$ cat src/hw/rtl/satq_pkg.sv
// Shared types and constants for the sorted alarm timer queue.
// No dependencies; imported by the interfaces and every module of the block.
package satq_pkg;

  // Field widths of the item and result channels
  localparam int TIME_W  = 32;
  localparam int DELAY_W = 16;
  localparam int TAG_W   = 8;

  // Default number of queue entries
  localparam int DEFAULT_QUEUE_DEPTH = 16;

  // Operation codes
  localparam logic OP_TICK = 1'b0;
  localparam logic OP_ADD  = 1'b1;

  // Result kinds
  localparam logic KIND_FIRED   = 1'b0;
  localparam logic KIND_DROPPED = 1'b1;

  // Commands from the controller to the datapath
  typedef struct packed {
    logic take_item;   // latch the accepted item
    logic tick_now;    // advance the seconds counter
    logic set_idx;     // insertion scan starts at the tail
    logic rd_head;     // read the head entry
    logic rd_prev;     // read the entry below the scan slot
    logic pop;         // drop the head entry
    logic wr_shift;    // move the read entry up one slot, scan down
    logic wr_new;      // write the new alarm into the scan slot
    logic pend_load;   // hold the head tag as the pending fired alarm
    logic pend_clear;  // pending alarm reported
    logic out_load;    // load the result register
    logic out_src_pend;// result tag from pending alarm, else from the item
    logic out_kind;
    logic out_last;
  } satq_cmd_t;

  // Status from the datapath to the controller
  typedef struct packed {
    logic is_tick;     // latched item is a tick
    logic delay_zero;  // latched delay is zero
    logic full;        // queue holds QUEUE_DEPTH entries
    logic empty;       // queue holds no entries
    logic idx_zero;    // insertion scan reached the head
    logic reached;     // read deadline has been reached
    logic later;       // read entry fires strictly after the new alarm
    logic out_free;    // result register can take a value this cycle
    logic pend_valid;  // a fired alarm waits to be reported
  } satq_status_t;

endpackage

$ cat src/hw/rtl/satq_ifs.sv
// Valid/ready channel interfaces for items and results of the alarm queue.
// Depends on satq_pkg for field widths.
interface satq_item_if;
  import satq_pkg::*;
  logic               valid;
  logic               ready;
  logic               operation;
  logic [DELAY_W-1:0] delay_seconds;
  logic [TAG_W-1:0]   alarm_tag;

  modport source (output valid, operation, delay_seconds, alarm_tag, input ready);
  modport sink   (input valid, operation, delay_seconds, alarm_tag, output ready);
endinterface

interface satq_result_if;
  import satq_pkg::*;
  logic             valid;
  logic             ready;
  logic             event_kind;
  logic [TAG_W-1:0] fired_tag;
  logic             last_of_run;

  modport source (output valid, event_kind, fired_tag, last_of_run, input ready);
  modport sink   (input valid, event_kind, fired_tag, last_of_run, output ready);
endinterface

$ cat src/hw/rtl/satq_ctrl.sv
// Controller state machine of the alarm queue: sequences ticks and adds.
// Depends on satq_pkg for the command and status structs.
module satq_ctrl (
  input  logic                   clk,
  input  logic                   rst,
  input  logic                   item_valid,
  output logic                   item_ready,
  input  satq_pkg::satq_status_t status,
  output satq_pkg::satq_cmd_t    cmd
);
  import satq_pkg::*;

  typedef enum logic [2:0] {
    S_IDLE,
    S_DISPATCH,
    S_TICK_RD,
    S_TICK_CHK,
    S_FLUSH,
    S_ADD_RD,
    S_ADD_CHK,
    S_REPLY
  } state_t;

  state_t state;
  state_t state_next;
  logic   ready;

  assign item_ready = ready;

  // Next state and command decode
  always_comb begin
    state_next = state;
    cmd        = '0;
    unique case (state)
      S_IDLE: begin
        if (item_valid && ready) begin
          cmd.take_item = 1'b1;
          state_next    = S_DISPATCH;
        end
      end
      S_DISPATCH: begin
        if (status.is_tick) begin
          cmd.tick_now = 1'b1;
          state_next   = S_TICK_RD;
        end else if (status.delay_zero || status.full) begin
          state_next = S_REPLY;
        end else begin
          cmd.set_idx = 1'b1;
          state_next  = S_ADD_RD;
        end
      end
      S_TICK_RD: begin
        if (!status.empty) begin
          cmd.rd_head = 1'b1;
          state_next  = S_TICK_CHK;
        end else if (status.pend_valid) begin
          state_next = S_FLUSH;
        end else begin
          state_next = S_IDLE;
        end
      end
      S_TICK_CHK: begin
        if (status.reached) begin
          // report the previous fired alarm (not last) before holding this one
          if (!status.pend_valid || status.out_free) begin
            cmd.out_load     = status.pend_valid;
            cmd.out_src_pend = 1'b1;
            cmd.out_kind     = KIND_FIRED;
            cmd.out_last     = 1'b0;
            cmd.pend_load    = 1'b1;
            cmd.pop          = 1'b1;
            state_next       = S_TICK_RD;
          end
        end else if (status.pend_valid) begin
          state_next = S_FLUSH;
        end else begin
          state_next = S_IDLE;
        end
      end
      S_FLUSH: begin
        if (status.out_free) begin
          cmd.out_load     = 1'b1;
          cmd.out_src_pend = 1'b1;
          cmd.out_kind     = KIND_FIRED;
          cmd.out_last     = 1'b1;
          cmd.pend_clear   = 1'b1;
          state_next       = S_IDLE;
        end
      end
      S_ADD_RD: begin
        if (status.idx_zero) begin
          cmd.wr_new = 1'b1;
          state_next = S_IDLE;
        end else begin
          cmd.rd_prev = 1'b1;
          state_next  = S_ADD_CHK;
        end
      end
      S_ADD_CHK: begin
        if (status.later) begin
          cmd.wr_shift = 1'b1;
          state_next   = S_ADD_RD;
        end else begin
          cmd.wr_new = 1'b1;
          state_next = S_IDLE;
        end
      end
      S_REPLY: begin
        // zero delay fires at once, otherwise the queue was full
        if (status.out_free) begin
          cmd.out_load     = 1'b1;
          cmd.out_src_pend = 1'b0;
          cmd.out_kind     = status.delay_zero ? KIND_FIRED : KIND_DROPPED;
          cmd.out_last     = 1'b1;
          state_next       = S_IDLE;
        end
      end
      default: state_next = S_IDLE;
    endcase
  end

  // State and registered ready
  always_ff @(posedge clk) begin
    if (rst) begin
      state <= S_IDLE;
      ready <= 1'b1;
    end else begin
      state <= state_next;
      ready <= (state_next == S_IDLE);
    end
  end

  // Items are only taken while the sequencer is idle
  a_take_idle: assert property (@(posedge clk) disable iff (rst)
    cmd.take_item |-> (state == S_IDLE))
    else $error("item taken outside idle");

  // Ready is high exactly in idle
  a_ready_idle: assert property (@(posedge clk) disable iff (rst)
    ready == (state == S_IDLE))
    else $error("ready out of step with state");

  // A tick advances the clock in the cycle after the item transfer
  a_tick_after_take: assert property (@(posedge clk) disable iff (rst)
    cmd.tick_now |-> $past(cmd.take_item))
    else $error("tick without a fresh item");

endmodule

$ cat src/hw/rtl/satq_dp.sv
// Datapath of the alarm queue: seconds counter, circular entry memory,
// scan index, pending fired alarm and result register. Depends on satq_pkg.
module satq_dp #(
  parameter int QUEUE_DEPTH = satq_pkg::DEFAULT_QUEUE_DEPTH
) (
  input  logic                        clk,
  input  logic                        rst,
  input  satq_pkg::satq_cmd_t         cmd,
  output satq_pkg::satq_status_t      status,
  input  logic                        item_operation,
  input  logic [satq_pkg::DELAY_W-1:0] item_delay,
  input  logic [satq_pkg::TAG_W-1:0]   item_tag,
  output logic                        out_valid,
  input  logic                        out_ready,
  output logic                        out_kind,
  output logic [satq_pkg::TAG_W-1:0]   out_tag,
  output logic                        out_last
);
  import satq_pkg::*;

  localparam int AW = (QUEUE_DEPTH > 1) ? $clog2(QUEUE_DEPTH) : 1;
  localparam int CW = $clog2(QUEUE_DEPTH + 1);

  // Entry memory
  logic [TIME_W-1:0] mem_dl  [QUEUE_DEPTH];
  logic [TAG_W-1:0]  mem_tag [QUEUE_DEPTH];

  logic [TIME_W-1:0]  now;
  logic [AW-1:0]      head;
  logic [CW-1:0]      count;
  logic [CW-1:0]      idx;
  logic               op;
  logic [DELAY_W-1:0] delay;
  logic [TAG_W-1:0]   tag;
  logic               pend_valid;
  logic [TAG_W-1:0]   pend_tag;
  logic [TIME_W-1:0]  rd_dl;
  logic [TAG_W-1:0]   rd_tag;

  logic               rd_en;
  logic [AW-1:0]      rd_addr;
  logic               wr_en;
  logic [AW-1:0]      wr_addr;
  logic [TIME_W-1:0]  wr_dl;
  logic [TAG_W-1:0]   wr_tag;
  logic [TIME_W-1:0]  offset;
  logic [TIME_W-1:0]  since;
  logic [CW-1:0]      idx_prev;
  logic               out_free;

  // Logical slot to memory address, relative to the head
  function automatic logic [AW-1:0] phys(input logic [AW-1:0] hd, input logic [CW-1:0] slot);
    logic [AW:0] sum;
    sum = {1'b0, hd} + {1'b0, slot[AW-1:0]};
    if (sum >= (AW+1)'(QUEUE_DEPTH)) begin
      sum = sum - (AW+1)'(QUEUE_DEPTH);
    end
    return sum[AW-1:0];
  endfunction

  assign idx_prev = idx - CW'(1);
  assign out_free = !out_valid || out_ready;

  // Read and write port addressing
  assign rd_en   = cmd.rd_head || cmd.rd_prev;
  assign rd_addr = cmd.rd_head ? head : phys(head, idx_prev);
  assign wr_en   = cmd.wr_shift || cmd.wr_new;
  assign wr_addr = phys(head, idx);
  assign wr_dl   = cmd.wr_shift ? rd_dl  : now + {{(TIME_W-DELAY_W){1'b0}}, delay};
  assign wr_tag  = cmd.wr_shift ? rd_tag : tag;

  // Wrap-safe compares against the current time
  assign since  = now - rd_dl;
  assign offset = rd_dl - now;

  always_comb begin
    status            = '0;
    status.is_tick    = (op == OP_TICK);
    status.delay_zero = (delay == '0);
    status.full       = (count == CW'(QUEUE_DEPTH));
    status.empty      = (count == '0);
    status.idx_zero   = (idx == '0);
    status.reached    = !since[TIME_W-1];
    status.later      = offset > {{(TIME_W-DELAY_W){1'b0}}, delay};
    status.out_free   = out_free;
    status.pend_valid = pend_valid;
  end

  // Memory ports
  always_ff @(posedge clk) begin
    if (wr_en) begin
      mem_dl[wr_addr]  <= wr_dl;
      mem_tag[wr_addr] <= wr_tag;
    end
    if (rd_en) begin
      rd_dl  <= mem_dl[rd_addr];
      rd_tag <= mem_tag[rd_addr];
    end
  end

  // Item latch and pending tag
  always_ff @(posedge clk) begin
    if (cmd.take_item) begin
      op    <= item_operation;
      delay <= item_delay;
      tag   <= item_tag;
    end
    if (cmd.pend_load) begin
      pend_tag <= rd_tag;
    end
  end

  // Queue control state
  always_ff @(posedge clk) begin
    if (rst) begin
      now        <= '0;
      head       <= '0;
      count      <= '0;
      idx        <= '0;
      pend_valid <= 1'b0;
    end else begin
      if (cmd.tick_now) begin
        now <= now + TIME_W'(1);
      end
      if (cmd.pop) begin
        head  <= (head == AW'(QUEUE_DEPTH - 1)) ? '0 : head + AW'(1);
        count <= count - CW'(1);
      end else if (cmd.wr_new) begin
        count <= count + CW'(1);
      end
      if (cmd.set_idx) begin
        idx <= count;
      end else if (cmd.wr_shift) begin
        idx <= idx_prev;
      end
      if (cmd.pend_load) begin
        pend_valid <= 1'b1;
      end else if (cmd.pend_clear) begin
        pend_valid <= 1'b0;
      end
    end
  end

  // Result register
  always_ff @(posedge clk) begin
    if (rst) begin
      out_valid <= 1'b0;
    end else if (cmd.out_load) begin
      out_valid <= 1'b1;
    end else if (out_ready) begin
      out_valid <= 1'b0;
    end
  end

  always_ff @(posedge clk) begin
    if (cmd.out_load) begin
      out_kind <= cmd.out_kind;
      out_tag  <= cmd.out_src_pend ? pend_tag : tag;
      out_last <= cmd.out_last;
    end
  end

  // Fill level stays within the memory
  a_count_range: assert property (@(posedge clk) disable iff (rst)
    count <= CW'(QUEUE_DEPTH))
    else $error("entry count beyond depth");

  // No pop of an empty queue, no insert into a full one
  a_pop_insert: assert property (@(posedge clk) disable iff (rst)
    !(cmd.pop && count == '0) && !(cmd.wr_new && count == CW'(QUEUE_DEPTH)))
    else $error("pop on empty or insert on full");

  // A waiting result is never overwritten
  a_no_overwrite: assert property (@(posedge clk) disable iff (rst)
    cmd.out_load |-> out_free)
    else $error("result register overwritten");

  // A pending alarm is reported before it is replaced
  a_pend_reported: assert property (@(posedge clk) disable iff (rst)
    (cmd.pend_load && pend_valid) |-> cmd.out_load)
    else $error("pending alarm lost");

endmodule

$ cat src/hw/rtl/sorted_alarm_timer_queue_unit.sv
// Top level of the sorted alarm timer queue: controller plus datapath.
// Depends on satq_pkg, satq_ifs, satq_ctrl and satq_dp.
//
// Usage:
//   items   : valid/ready channel; operation 0 is a one-second tick, 1 adds an
//             alarm firing delay_seconds from now and reporting alarm_tag.
//   results : valid/ready channel; event_kind 0 = alarm fired, 1 = add dropped
//             because the queue was full; last_of_run marks the final result
//             caused by one item. Successful adds and idle ticks give nothing.
//   An add with zero delay fires at once. Equal deadlines fire in arrival order.
// Sequence:
//   Every item is taken in the idle state and then dispatched. An add scans
//   the queue from its tail through the single-read entry memory, reading
//   each entry and moving it up while it fires later than the new alarm. A
//   tick reads the head and pops it for each fired alarm. Zero delay and full
//   replies go out from a reply state. Ready drops while an item is in work.
// Reset: the time counter is zero and the queue empty; no clearing pass.
// Stall: results sit in an output register; while it is full and not taken,
//   the sequencer holds and the queue state waits, nothing is lost.
module sorted_alarm_timer_queue_unit #(
  parameter int QUEUE_DEPTH = satq_pkg::DEFAULT_QUEUE_DEPTH
) (
  input  logic          clk,
  input  logic          rst,
  satq_item_if.sink     items,
  satq_result_if.source results
);
  import satq_pkg::*;

  satq_cmd_t    cmd;
  satq_status_t status;

  satq_ctrl u_ctrl (
    .clk        (clk),
    .rst        (rst),
    .item_valid (items.valid),
    .item_ready (items.ready),
    .status     (status),
    .cmd        (cmd)
  );

  satq_dp #(
    .QUEUE_DEPTH (QUEUE_DEPTH)
  ) u_dp (
    .clk            (clk),
    .rst            (rst),
    .cmd            (cmd),
    .status         (status),
    .item_operation (items.operation),
    .item_delay     (items.delay_seconds),
    .item_tag       (items.alarm_tag),
    .out_valid      (results.valid),
    .out_ready      (results.ready),
    .out_kind       (results.event_kind),
    .out_tag        (results.fired_tag),
    .out_last       (results.last_of_run)
  );

endmodule

$ cat src/flat_wrapper.sv
// flat-port wrapper written by rule: the top's interface ports become plain ports
module sorted_alarm_timer_queue_unit_flat import satq_pkg::*;
#(
  parameter int QUEUE_DEPTH = satq_pkg::DEFAULT_QUEUE_DEPTH
)
  (clk, rst, items_valid, items_operation, items_delay_seconds, items_alarm_tag, items_ready, results_valid, results_event_kind, results_fired_tag, results_last_of_run, results_ready);
  satq_item_if items_i ();
  satq_result_if results_i ();
  input  logic clk;
  input  logic rst;
  input wire logic [$bits(items_i.valid)-1:0] items_valid;
  input wire logic [$bits(items_i.operation)-1:0] items_operation;
  input wire logic [$bits(items_i.delay_seconds)-1:0] items_delay_seconds;
  input wire logic [$bits(items_i.alarm_tag)-1:0] items_alarm_tag;
  output wire logic [$bits(items_i.ready)-1:0] items_ready;
  output wire logic [$bits(results_i.valid)-1:0] results_valid;
  output wire logic [$bits(results_i.event_kind)-1:0] results_event_kind;
  output wire logic [$bits(results_i.fired_tag)-1:0] results_fired_tag;
  output wire logic [$bits(results_i.last_of_run)-1:0] results_last_of_run;
  input wire logic [$bits(results_i.ready)-1:0] results_ready;
  assign items_i.valid = items_valid;
  assign items_i.operation = items_operation;
  assign items_i.delay_seconds = items_delay_seconds;
  assign items_i.alarm_tag = items_alarm_tag;
  assign items_ready = items_i.ready;
  assign results_valid = results_i.valid;
  assign results_event_kind = results_i.event_kind;
  assign results_fired_tag = results_i.fired_tag;
  assign results_last_of_run = results_i.last_of_run;
  assign results_i.ready = results_ready;
  sorted_alarm_timer_queue_unit #(.QUEUE_DEPTH(QUEUE_DEPTH)) u_core (.clk(clk), .rst(rst), .items(items_i), .results(results_i));
endmodule
$ cat config.mk
export PLATFORM = sky130hd
export DESIGN_NAME = sorted_alarm_timer_queue_unit_flat
export DESIGN_NICKNAME = d
export VERILOG_FILES = /design/src/hw/rtl/satq_pkg.sv /design/src/hw/rtl/satq_ifs.sv /design/src/hw/rtl/satq_ctrl.sv /design/src/hw/rtl/satq_dp.sv /design/src/hw/rtl/sorted_alarm_timer_queue_unit.sv /design/src/flat_wrapper.sv
export SDC_FILE = /design/constraint.sdc
export NUM_CORES = 1
export LEC_CHECK = 0
export BUFFER_PORTS_ARGS = -buffer_cell sky130_fd_sc_hd__buf_2
export CAP_MARGIN = 25
export CELL_PAD_IN_SITES_DETAIL_PLACEMENT = 0
export CELL_PAD_IN_SITES_GLOBAL_PLACEMENT = 2
export CORE_ASPECT_RATIO = 0.5
export CORE_UTILIZATION = 45
export DETAILED_ROUTE_END_ITERATION = 6
export GPL_TIMING_DRIVEN = 0
export PLACE_DENSITY_LB_ADDON = 0.1
export SYNTH_ARGS = -nofsm -noshare
export SYNTH_HDL_FRONTEND = slang
export SYNTH_HIERARCHICAL = 1
export SYNTH_SLANG_ARGS = --single-unit
$ cat constraint.sdc
create_clock -name clk -period 21 [get_ports clk]
set_input_delay 1.05 -clock clk [delete_from_list [all_inputs] [get_ports clk]]
set_output_delay 1.05 -clock clk [all_outputs]
set_load 0.005 [all_outputs]
# [Word level (Yosys, flattened, before mapping)]
# Memory sizes are Yosys's and may differ from the RTL's. A register that Yosys moved wholly into a read port is not among the register bits.
# Cells that the tools add are included.
[classes] magnitude_cmp=3 reduce_logical=18 n_eq_ne=9 n_addsub=12 n_mux=53
[ops] cell="$sub 32x32->32" count=2
[ops] cell="$add 32x1->32 const B" count=1
[ops] cell="$add 32x16->32" count=1
[ops] cell="$gt 32x16->1" count=1
[ops] cell="$mux 32" count=1
[ops] cell="$mux 4" count=7
[ops] cell="$mux 3" count=9
[ops] cell="$mux 5" count=5
[ops] cell="$mux 1" count=24
[ops] cell="$pmux 3 s7" count=1
[ops] cell="$logic_not 16->1" count=1
[ops] cell="$mux 8" count=2
[ops] cell="$eq 3x3->1 const B" count=4
[ops] cell="$pmux 4 s3" count=1
[ops] cell="$add 4x4->5" count=2
[ops] cell="$ge 5x5->1 const B" count=2
[ops] cell="$logic_not 5->1" count=2
[ops] cell="$sub 5x1->5 const B" count=2
[ops] cell="$reduce_bool 2->1" count=4
[ops] cell="$sub 4x1->4 const B" count=2
[ops] cell="$eq 3x2->1 const B" count=2
[ops] cell="$logic_not 3->1" count=2
[ops] cell="$add 5x1->5 const B" count=1
[ops] cell="$eq 5x5->1 const B" count=1
[ops] cell="other kinds (9)" count=15
[word_totals] output_inout_bits=12 ramBits=640 ff_bits=95 in_bits=29 mem_count=2
[memory_table] memory="u_core.u_dp.mem_dl" depth=16 word_bits=32 rd=1 rd_clocked_by_memory_dff=1 write_ports=1 line="satq_dp.sv:25" text="logic [TIME_W-1:0] mem_dl [QUEUE_DEPTH];"
[memory_table] memory="u_core.u_dp.mem_tag" depth=16 word_bits=8 rd=1 rd_clocked_by_memory_dff=1 write_ports=1 line="satq_dp.sv:26" text="logic [TAG_W-1:0] mem_tag [QUEUE_DEPTH];"

# [Logic depth before layout (Yosys ltp)]
# Gate-level depths: netlist of run 1.
[depth] ltp_word=7 mapped_depth=29 mapped_depth_nobuf=29

# [Hierarchy]
# The synthesis of run 1 kept the hierarchy.
[by_module_without_submodules] module="satq_dp" seq_area_each_um2=22671.7 cells_per_inst=2742 area_each_um2=34538.1 n_inst=1
[by_module_without_submodules] module="satq_ctrl" seq_area_each_um2=80.1 cells_per_inst=65 area_each_um2=454.2 n_inst=1

# [Least setup slack after synthesis of run 1]
# No wires, ideal clock.
[synth_timing] kind="register to register" from="reg u_core.u_dp.now[2]" to="mem u_core.u_dp.mem_dl[1][0] (enable)" path_stages_with_launch=28 setup_slack_ps=13795 setup_time_ps=437 required_ps=20563 arrival_time_ps=6767 cell_sequence="dfxtp_1 -> inv_1 -> ha_1 -> o211ai_1 -> a21oi_1 -> o211ai_2 -> a21oi_2 -> nor4_4 -> o21bai_1 -> a21oi_1 -> xnor2_1 -> ha_1 -> nand4_1 -> nor2_1 -> a221o_1 -> a211oi_1 -> a21oi_1 -> a2111oi_2 -> o311ai_1 -> nor4_1 -> o211ai_1 -> nor4_1 -> nand4_1 -> o21ai_0 -> and2_1 -> nor2_1 -> or3b_2 -> nor2_1"
[synth_lines] item="start: declaration" line="satq_dp.sv:28" text="logic [TIME_W-1:0] now;"
[synth_lines] item="start signal: assignment" line="satq_dp.sv:123" text="now <= now + TIME_W'(1);"
[synth_lines] item="end: declaration" line="satq_dp.sv:25"

==> results.yml, run 1 <==
placed_design:
  routabilityCongestion: 0.872
  dp_hpwl_um: 73200
  dpl.cell_count: 3923
  pre_cts_slack_ns: 12.93
  port_buffers: 40
  dpl_cell_area_um2: 37500
die:
  rows: 71
  die_w_um: 396
  core_um2: 76000
  dieArea_um2: 78900
  ioPinCount: 41
  start_util_pct: 46.0
  chipHeight_um: 199
sta:
  setup_viol: 0
  drv_slew: 0
  worst_pin_slew_ns: 1.19
  hold_ws_ns: 0.451
  clock_skew_ns: 0.0514
  fmax_mhz: 123
  hold_viol_final: 0
  setup_slack_ns: 12.88
  final.min_clock_period_ns: 8.12
  rsz0062_at_grt: "false"
  timing.final.crit_share_pct: 38.7
  tns_ns: 0
  slew-limit-headroom_pct: 21.0
final_layout:
  fin_cells: 4057
  fill_cells: 6574
  layout-drive-gt1-share_pct: 9.00
  final_area_um2: 39700
  areaGrowthSynthToFinish_pct: 13.6
  nNetsFinal: 3116
worst_setup_path:
  crit_arrival_ns: 8.62
  critPathLaunch: "u_core/u_dp/rd_dl[0]$_DFFE_PP_"
  crit_fanout: 10
  worstSetupEndpointType: "register"
  reg2reg_to: "u_core/u_dp/mem_dl[15][8]$_DFFE_PP_"
  cp-endpoint: "u_core/u_dp/mem_dl[15][8]$_DFFE_PP_"
  required_ns: 21.50
  r2r_cells: 27
  timing.rr.start: "u_core/u_dp/rd_dl[0]$_DFFE_PP_"
  r2r_setup_slack_ns: 12.88
  worstSetupPathType: "register to register"
  cp-start-kind: "register"
clocking:
  numCtsBuffers: 72
  clk_latency_ns: 0.67
  cts_resized: 0
  clockBufferDepth: 3
  clkSinkCount: 775
  cts_setup_buffers: 0
  cts_htree_levels: 3
  cts_hold_buf: 0
  cts_tree: "done"
  clk_pin_slew_ns: 0.06
  cts_root_buf: "clkbuf_16"
yosys:
  synth.avg_cell_area_um2: 12.5
  syn_nets: 2948
  synthesis.area_um2: 35000
  synth_edf_count: 723
  synth-seq-area-share_pct: 65.0
  synthTopCellsByArea: "edfxtp_1 62%, a211oi_1 4.5%, nand2_1 4.4%"
  synth_cell_type_count: 78
  synth_most_common_cell: "edfxtp_1"
  async_reset_ff_share_pct: 0
  synthFlopType: "edfxtp_1"
  synth_top_area_share_pct: 62.0
  yosysTopAreaCell: "edfxtp_1"
  ys_warn_count: 6
  synthTopCellsByCount: "723 x edfxtp_1, 409 x nand2_1, 211 x a211oi_1, 165 x and2_1, 160 x a21oi_1"
  ys_ff_latch: 775
  postSynthCellCount: 2807
drt:
  dr.pass1.iters: 7
  wl_per_cell_um: 25.4
  post_drt_via_cell_ratio: 5.77
  ant_nets: 0
  wl_met1_um: 50100
  drc_errors: 23
  wl_met3_um: 10600
  vias: 23400
  routed-wl-met2_um: 40700
  drt-total-wl_um: 103000
  drtIter0Drc: 2454
  dr.max_layer_used: "met5"
power:
  power_density_nw_per_um2: 89.1
  vdd_ir_drop_max_v: 0.0000593
  p_leak_uw: 0.0133
grt:
  grt_max_degree: 30
  antenna_found_initial: 4
  grt_pass1_wl_um: 147000
  grt_pass1_vias: 21600
  track_usage_pct: 26.1
  globalRouteOverflowTotal: 0
worst_hold_path:
  hold_class: "register to register"
run:
  drv_cap: 0
status:
  violations: "DRC"
  outcome: "finished with violations"
## layout by cell type, fill, tap and decap left out, drive strengths merged, types with 10 or more instances in the layout
cell | Yosys | layout
nor2 | 103 | 103
buf | 17 | 111
nand2 | 409 | 409
clkbuf | 156 | 245
inv | 109 | 112
or3 | 11 | 11
a21o | 23 | 23
and2 | 166 | 166
nor3 | 22 | 22
dfxtp | 52 | 52
o21ai | 68 | 68
a211oi | 211 | 211
nand4 | 23 | 23
xor2 | 23 | 23
mux2 | 18 | 18
xnor2 | 73 | 73
a311oi | 81 | 81
clkinv | 0 | 35
nand3 | 23 | 23
o21a | 10 | 10
a31oi | 84 | 84
nand2b | 20 | 20
ha | 107 | 107
nor4 | 13 | 13
a21oi | 162 | 162
edfxtp | 723 | 723
## cell families after synthesis
| kind of cell | synth area share (%) |
|---|---|
| flops | 65.0 |
| fa+ha+maj | 4.11 |
| simple gates | 11.2 |
| mux | 0.779 |
| xor+xnor | 2.40 |
| buf+inv | 3.10 |
| compound gates | 13.4 |
## worst min path at each step
stage / startpoint / end / slack, ns / cells past startpoint
after global placement: u_core/u_dp/rd_tag[2]$_DFFE_PP_ / u_core/u_dp/pend_tag[2]$_DFFE_PP_ / 0.43 / 0
after detailed placement: u_core/u_dp/rd_tag[4]$_DFFE_PP_ / u_core/u_dp/pend_tag[4]$_DFFE_PP_ / 0.44 / 0
after floorplan: u_core/u_dp/rd_tag[0]$_DFFE_PP_ / u_core/u_dp/pend_tag[0]$_DFFE_PP_ / 0.42 / 0
after CTS: u_core/u_dp/rd_tag[4]$_DFFE_PP_ / u_core/u_dp/pend_tag[4]$_DFFE_PP_ / 0.45 / 0
final: u_core/u_dp/rd_tag[4]$_DFFE_PP_ / u_core/u_dp/pend_tag[4]$_DFFE_PP_ / 0.45 / 0
after global routing: u_core/u_dp/rd_tag[4]$_DFFE_PP_ / u_core/u_dp/pend_tag[4]$_DFFE_PP_ / 0.47 / 0
## routing by layer
metal / global-route usage, % / vias to the layer above
met5: 0 / -
met4: 5.85 / 2
met3: 6.61 / 117
met2: 34.7 / 899
met1: 41.7 / 11500
li1: - / 10800
## per-stage QoR
step	utilization (%)	power [µW]
global route	52.3	3660
floorplan	-	2050
finish	52.3	3540
global placement	48.0	2250
CTS	52.3	3560
detailed placement	49.3	2270
## power breakdown
group          switching (µW)  internal (µW)
Clock                     601            700
Sequential               14.8           1730
Combinational             353            142
## flip-flops by register name, summed over array words and instances, names as in the netlist, 3 cells and up
| signal | flops |
|---|---|
| u_core/u_ctrl/state | 3 |
| u_core/u_dp/pend_tag | 8 |
| u_core/u_dp/rd_tag | 8 |
| u_core/u_dp/head | 4 |
| u_core/u_dp/idx | 5 |
| u_core/u_dp/count | 5 |
| u_core/u_dp/mem_tag | 128 |
| u_core/u_dp/mem_dl | 512 |
| u_core/u_dp/delay | 16 |
| u_core/u_dp/rd_dl | 32 |
| u_core/u_dp/now | 32 |
| u_core/u_dp/tag | 8 |
| u_core/u_dp/out_tag | 8 |
## worst max-delay path: stages, from the launching register on
cell	delay, ns
edfxtp_1	0.59
inv_1	0.08
ha_1	0.22
fa_1	0.42
nand2b_1	0.18
a21oi_1	0.21
o211ai_1	0.17
o211ai_1	0.36
xor2_1	0.21
ha_1	0.25
nand4_1	0.14
nor2_1	0.06
a221o_1	0.31
a211oi_1	0.23
a21oi_1	0.16
a2111oi_2	0.48
o311ai_1	0.17
nor4_1	0.28
o211ai_1	0.14
nor4_1	0.28
nand4_1	0.34
nand3_1	0.35
inv_1	0.17
clkbuf_1	0.36
buf_8	0.27
clkbuf_1	0.30
a21oi_1	0.86
buf_4	0.31
## cell type report
type                    instances  area [µm²]  area share (%)
flip-flops and latches        775       22800            57.2
multi-input cells            1750       11400            28.6
clock buffers                  89        1900            4.77
well taps                    1022        1280            3.22
repair buffers                 94         961            2.42
plain buffers                 173         677            1.70
inverters                     109         409            1.03
clock inverters                42         384           0.966
diodes                          3        7.51          0.0189
No activity file was read; power rests on OpenSTA's default activity.
==> run 2: changes to the inputs <==
clock period = 8 ns   (was 21 ns; I/O delays follow)
==> run 2 against run 1 <==
Against the previous run:
- the run still ends with DRC left
- count of clock-buffer cells in the layout unchanged
- worst hold slack got worse by 0.34 ns
- highest routed layer unchanged
- via count increased by 1.2%
- cell area increased by 1.7%
- non-clock buffer count increased by 54
- die area unchanged
- wire length increased by 1.0%
- utilization increased by 0.91 points
- clock skew increased by 0.0040 ns
==> results.yml, run 2 (synthesized netlist as in run 1, its figures left out) <==
final_layout:
  postLayoutCoreUtil_pct: 53.2
  layout-drive-gt1-share_pct: 10.2
  final_common_cell: "edfxtp_1"
  biggestRegsByFlops: "u_core/u_dp/mem_dl (512), u_core/u_dp/mem_tag (128)"
  top_register: "u_core/u_dp/mem_dl"
  fin_cells: 4111
  largest_register_ff_count: 512
  nNetsFinal: 3172
  layout_common_cells: "723 x edfxtp_1, 408 x nand2_1, 211 x a211oi_1"
  areaGrowthSynthToFinish_pct: 15.6
die:
  rows: 71
  ioPinCount: 41
  chipHeight_um: 199
  die_w_um: 396
  dieArea_um2: 78900
  core_um2: 76000
  start_util_pct: 46.0
sta:
  drv_slew: 0
  clock_skew_ns: 0.0554
  worst_pin_slew_ns: 1.16
  timing.final.crit_share_pct: 95.0
  slew-limit-headroom_pct: 22.5
  tns_ns: 0
  final.min_clock_period_ns: 7.60
  setup_slack_ns: 0.397
  hold_viol_final: 0
  fmax_mhz: 132
  setup_viol: 0
clocking:
  clkSinkCount: 775
  cts_tree: "done"
  cts_htree_levels: 3
  clk_pin_slew_ns: 0.06
  cts_root_buf: "clkbuf_16"
  clk_latency_ns: 0.68
  clockBufferDepth: 3
  numCtsBuffers: 72
drt:
  ant_nets: 0
  post_drt_via_cell_ratio: 5.76
  dr.pass1.iters: 7
  drc_errors: 23
  drtIter0Drc: 2424
  vias: 23700
  wl_per_cell_um: 25.4
  drt-total-wl_um: 104000
placed_design:
  routabilityCongestion: 0.872
  port_buffers: 40
  dpl.cell_count: 3923
  pre_cts_slack_ns: -0.0666
  dp_hpwl_um: 73200
worst_setup_path:
  critical-path-slowest-cell: "clkbuf_1"
  worstSetupEndpointType: "register"
  cp-start-kind: "register"
  crit_fanout: 10
  crit_arrival_ns: 8.11
  required_ns: 8.51
  worstSetupPathType: "register to register"
  cp_slowest_stage_delay_ns: 0.72
worst_hold_path:
  hold_class: "primary input to register"
power:
  p_leak_uw: 0.0136
  power_density_nw_per_um2: 231
  vdd_ir_drop_max_v: 0.000156
grt:
  grt_max_degree: 30
  antenna_found_initial: 3
  grtUsageMet1_pct: 41.4
  grt_most_used_layer: "met1"
  track_usage_pct: 26.3
  grt_pass1_vias: 21700
  met3_usage_pct: 7.36
  grt_pass1_wl_um: 148000
  globalRouteOverflowTotal: 0
  grt_use_met2_pct: 35.1
status:
  outcome: "finished with violations"
  violations: "DRC"
run:
  drv_cap: 0
## run 2: through the flow
stage	hold WS, ns	power, µW	area [µm²]
floorplan	0.420	5370	35000
global placement	0.432	5900	36500
detailed placement	0.438	5950	37500
CTS	0.0798	9360	40100
global route	0.103	9630	40400
finish	0.108	9340	40400
## run 2: per-layer routing
layer	wire length, µm	share of wire (%)	up-vias
li1	-	-	11000
met2	40900	39	916
met4	2060	2.0	2
met3	11000	11	124
met1	50300	48	11700
met5	13	0.012	-
## run 2: path summary, 6_finish.rpt
path | startpoint | endpoint | slack [ns] | cells past startpoint
setup / recovery | u_core/u_dp/rd_dl[0]$_DFFE_PP_ | u_core/u_dp/mem_dl[15][8]$_DFFE_PP_ | 0.40 | 28
hold / removal | results_ready | u_core/u_dp/out_valid$_SDFFE_PP0P_ | 0.11 | 3
setup reg to reg | u_core/u_dp/rd_dl[0]$_DFFE_PP_ | u_core/u_dp/mem_dl[15][8]$_DFFE_PP_ | 0.40 | 28
hold reg to reg | u_core/u_dp/rd_tag[4]$_DFFE_PP_ | u_core/u_dp/pend_tag[4]$_DFFE_PP_ | 0.45 | 0
## run 2: power by group
group | switching [µW] | internal [µW] | leakage, µW | total (µW)
logic | 936 | 401 | 0.00550 | 1340
clock network | 1580 | 1840 | 0.00111 | 3420
registers | 39.2 | 4540 | 0.00700 | 4580
## run 2: worst max-delay path: cells and delay by family, from the launching register on
kind | cells | cell delay (ns)
buffers and inverters | 7 | 2.23
AOI/OAI and AO/OA | 9 | 2.17
and+or+nand+nor | 8 | 1.32
adders and majority gates | 3 | 0.93
DFF | 1 | 0.61
xor gates and xnor gates | 1 | 0.13
## run 2: cell type report
| type | count | area (µm²) |
|---|---|---|
| inverters | 109 | 409 |
| repair buffers | 148 | 1540 |
| clock buffers | 89 | 1900 |
| well taps | 1022 | 1280 |
| plain buffers | 173 | 677 |
| multi-input cells | 1752 | 11500 |
| clock inverters | 42 | 384 |
| diodes | 1 | 2.50 |
| fillers | 6495 | 35600 |
| flip-flops and latches | 775 | 22800 |
## run 2: repair_timing
item / 4_1_cts / 5_1_grt
pin swaps: 5 / 14
hold endpoints to repair: 25 / 0
gates cloned: 2 / 0
setup buffers: 4 / 25
setup endpoints to repair: 213 / 808
hold buffers: 25 / 0
gates resized for setup: 4 / 16
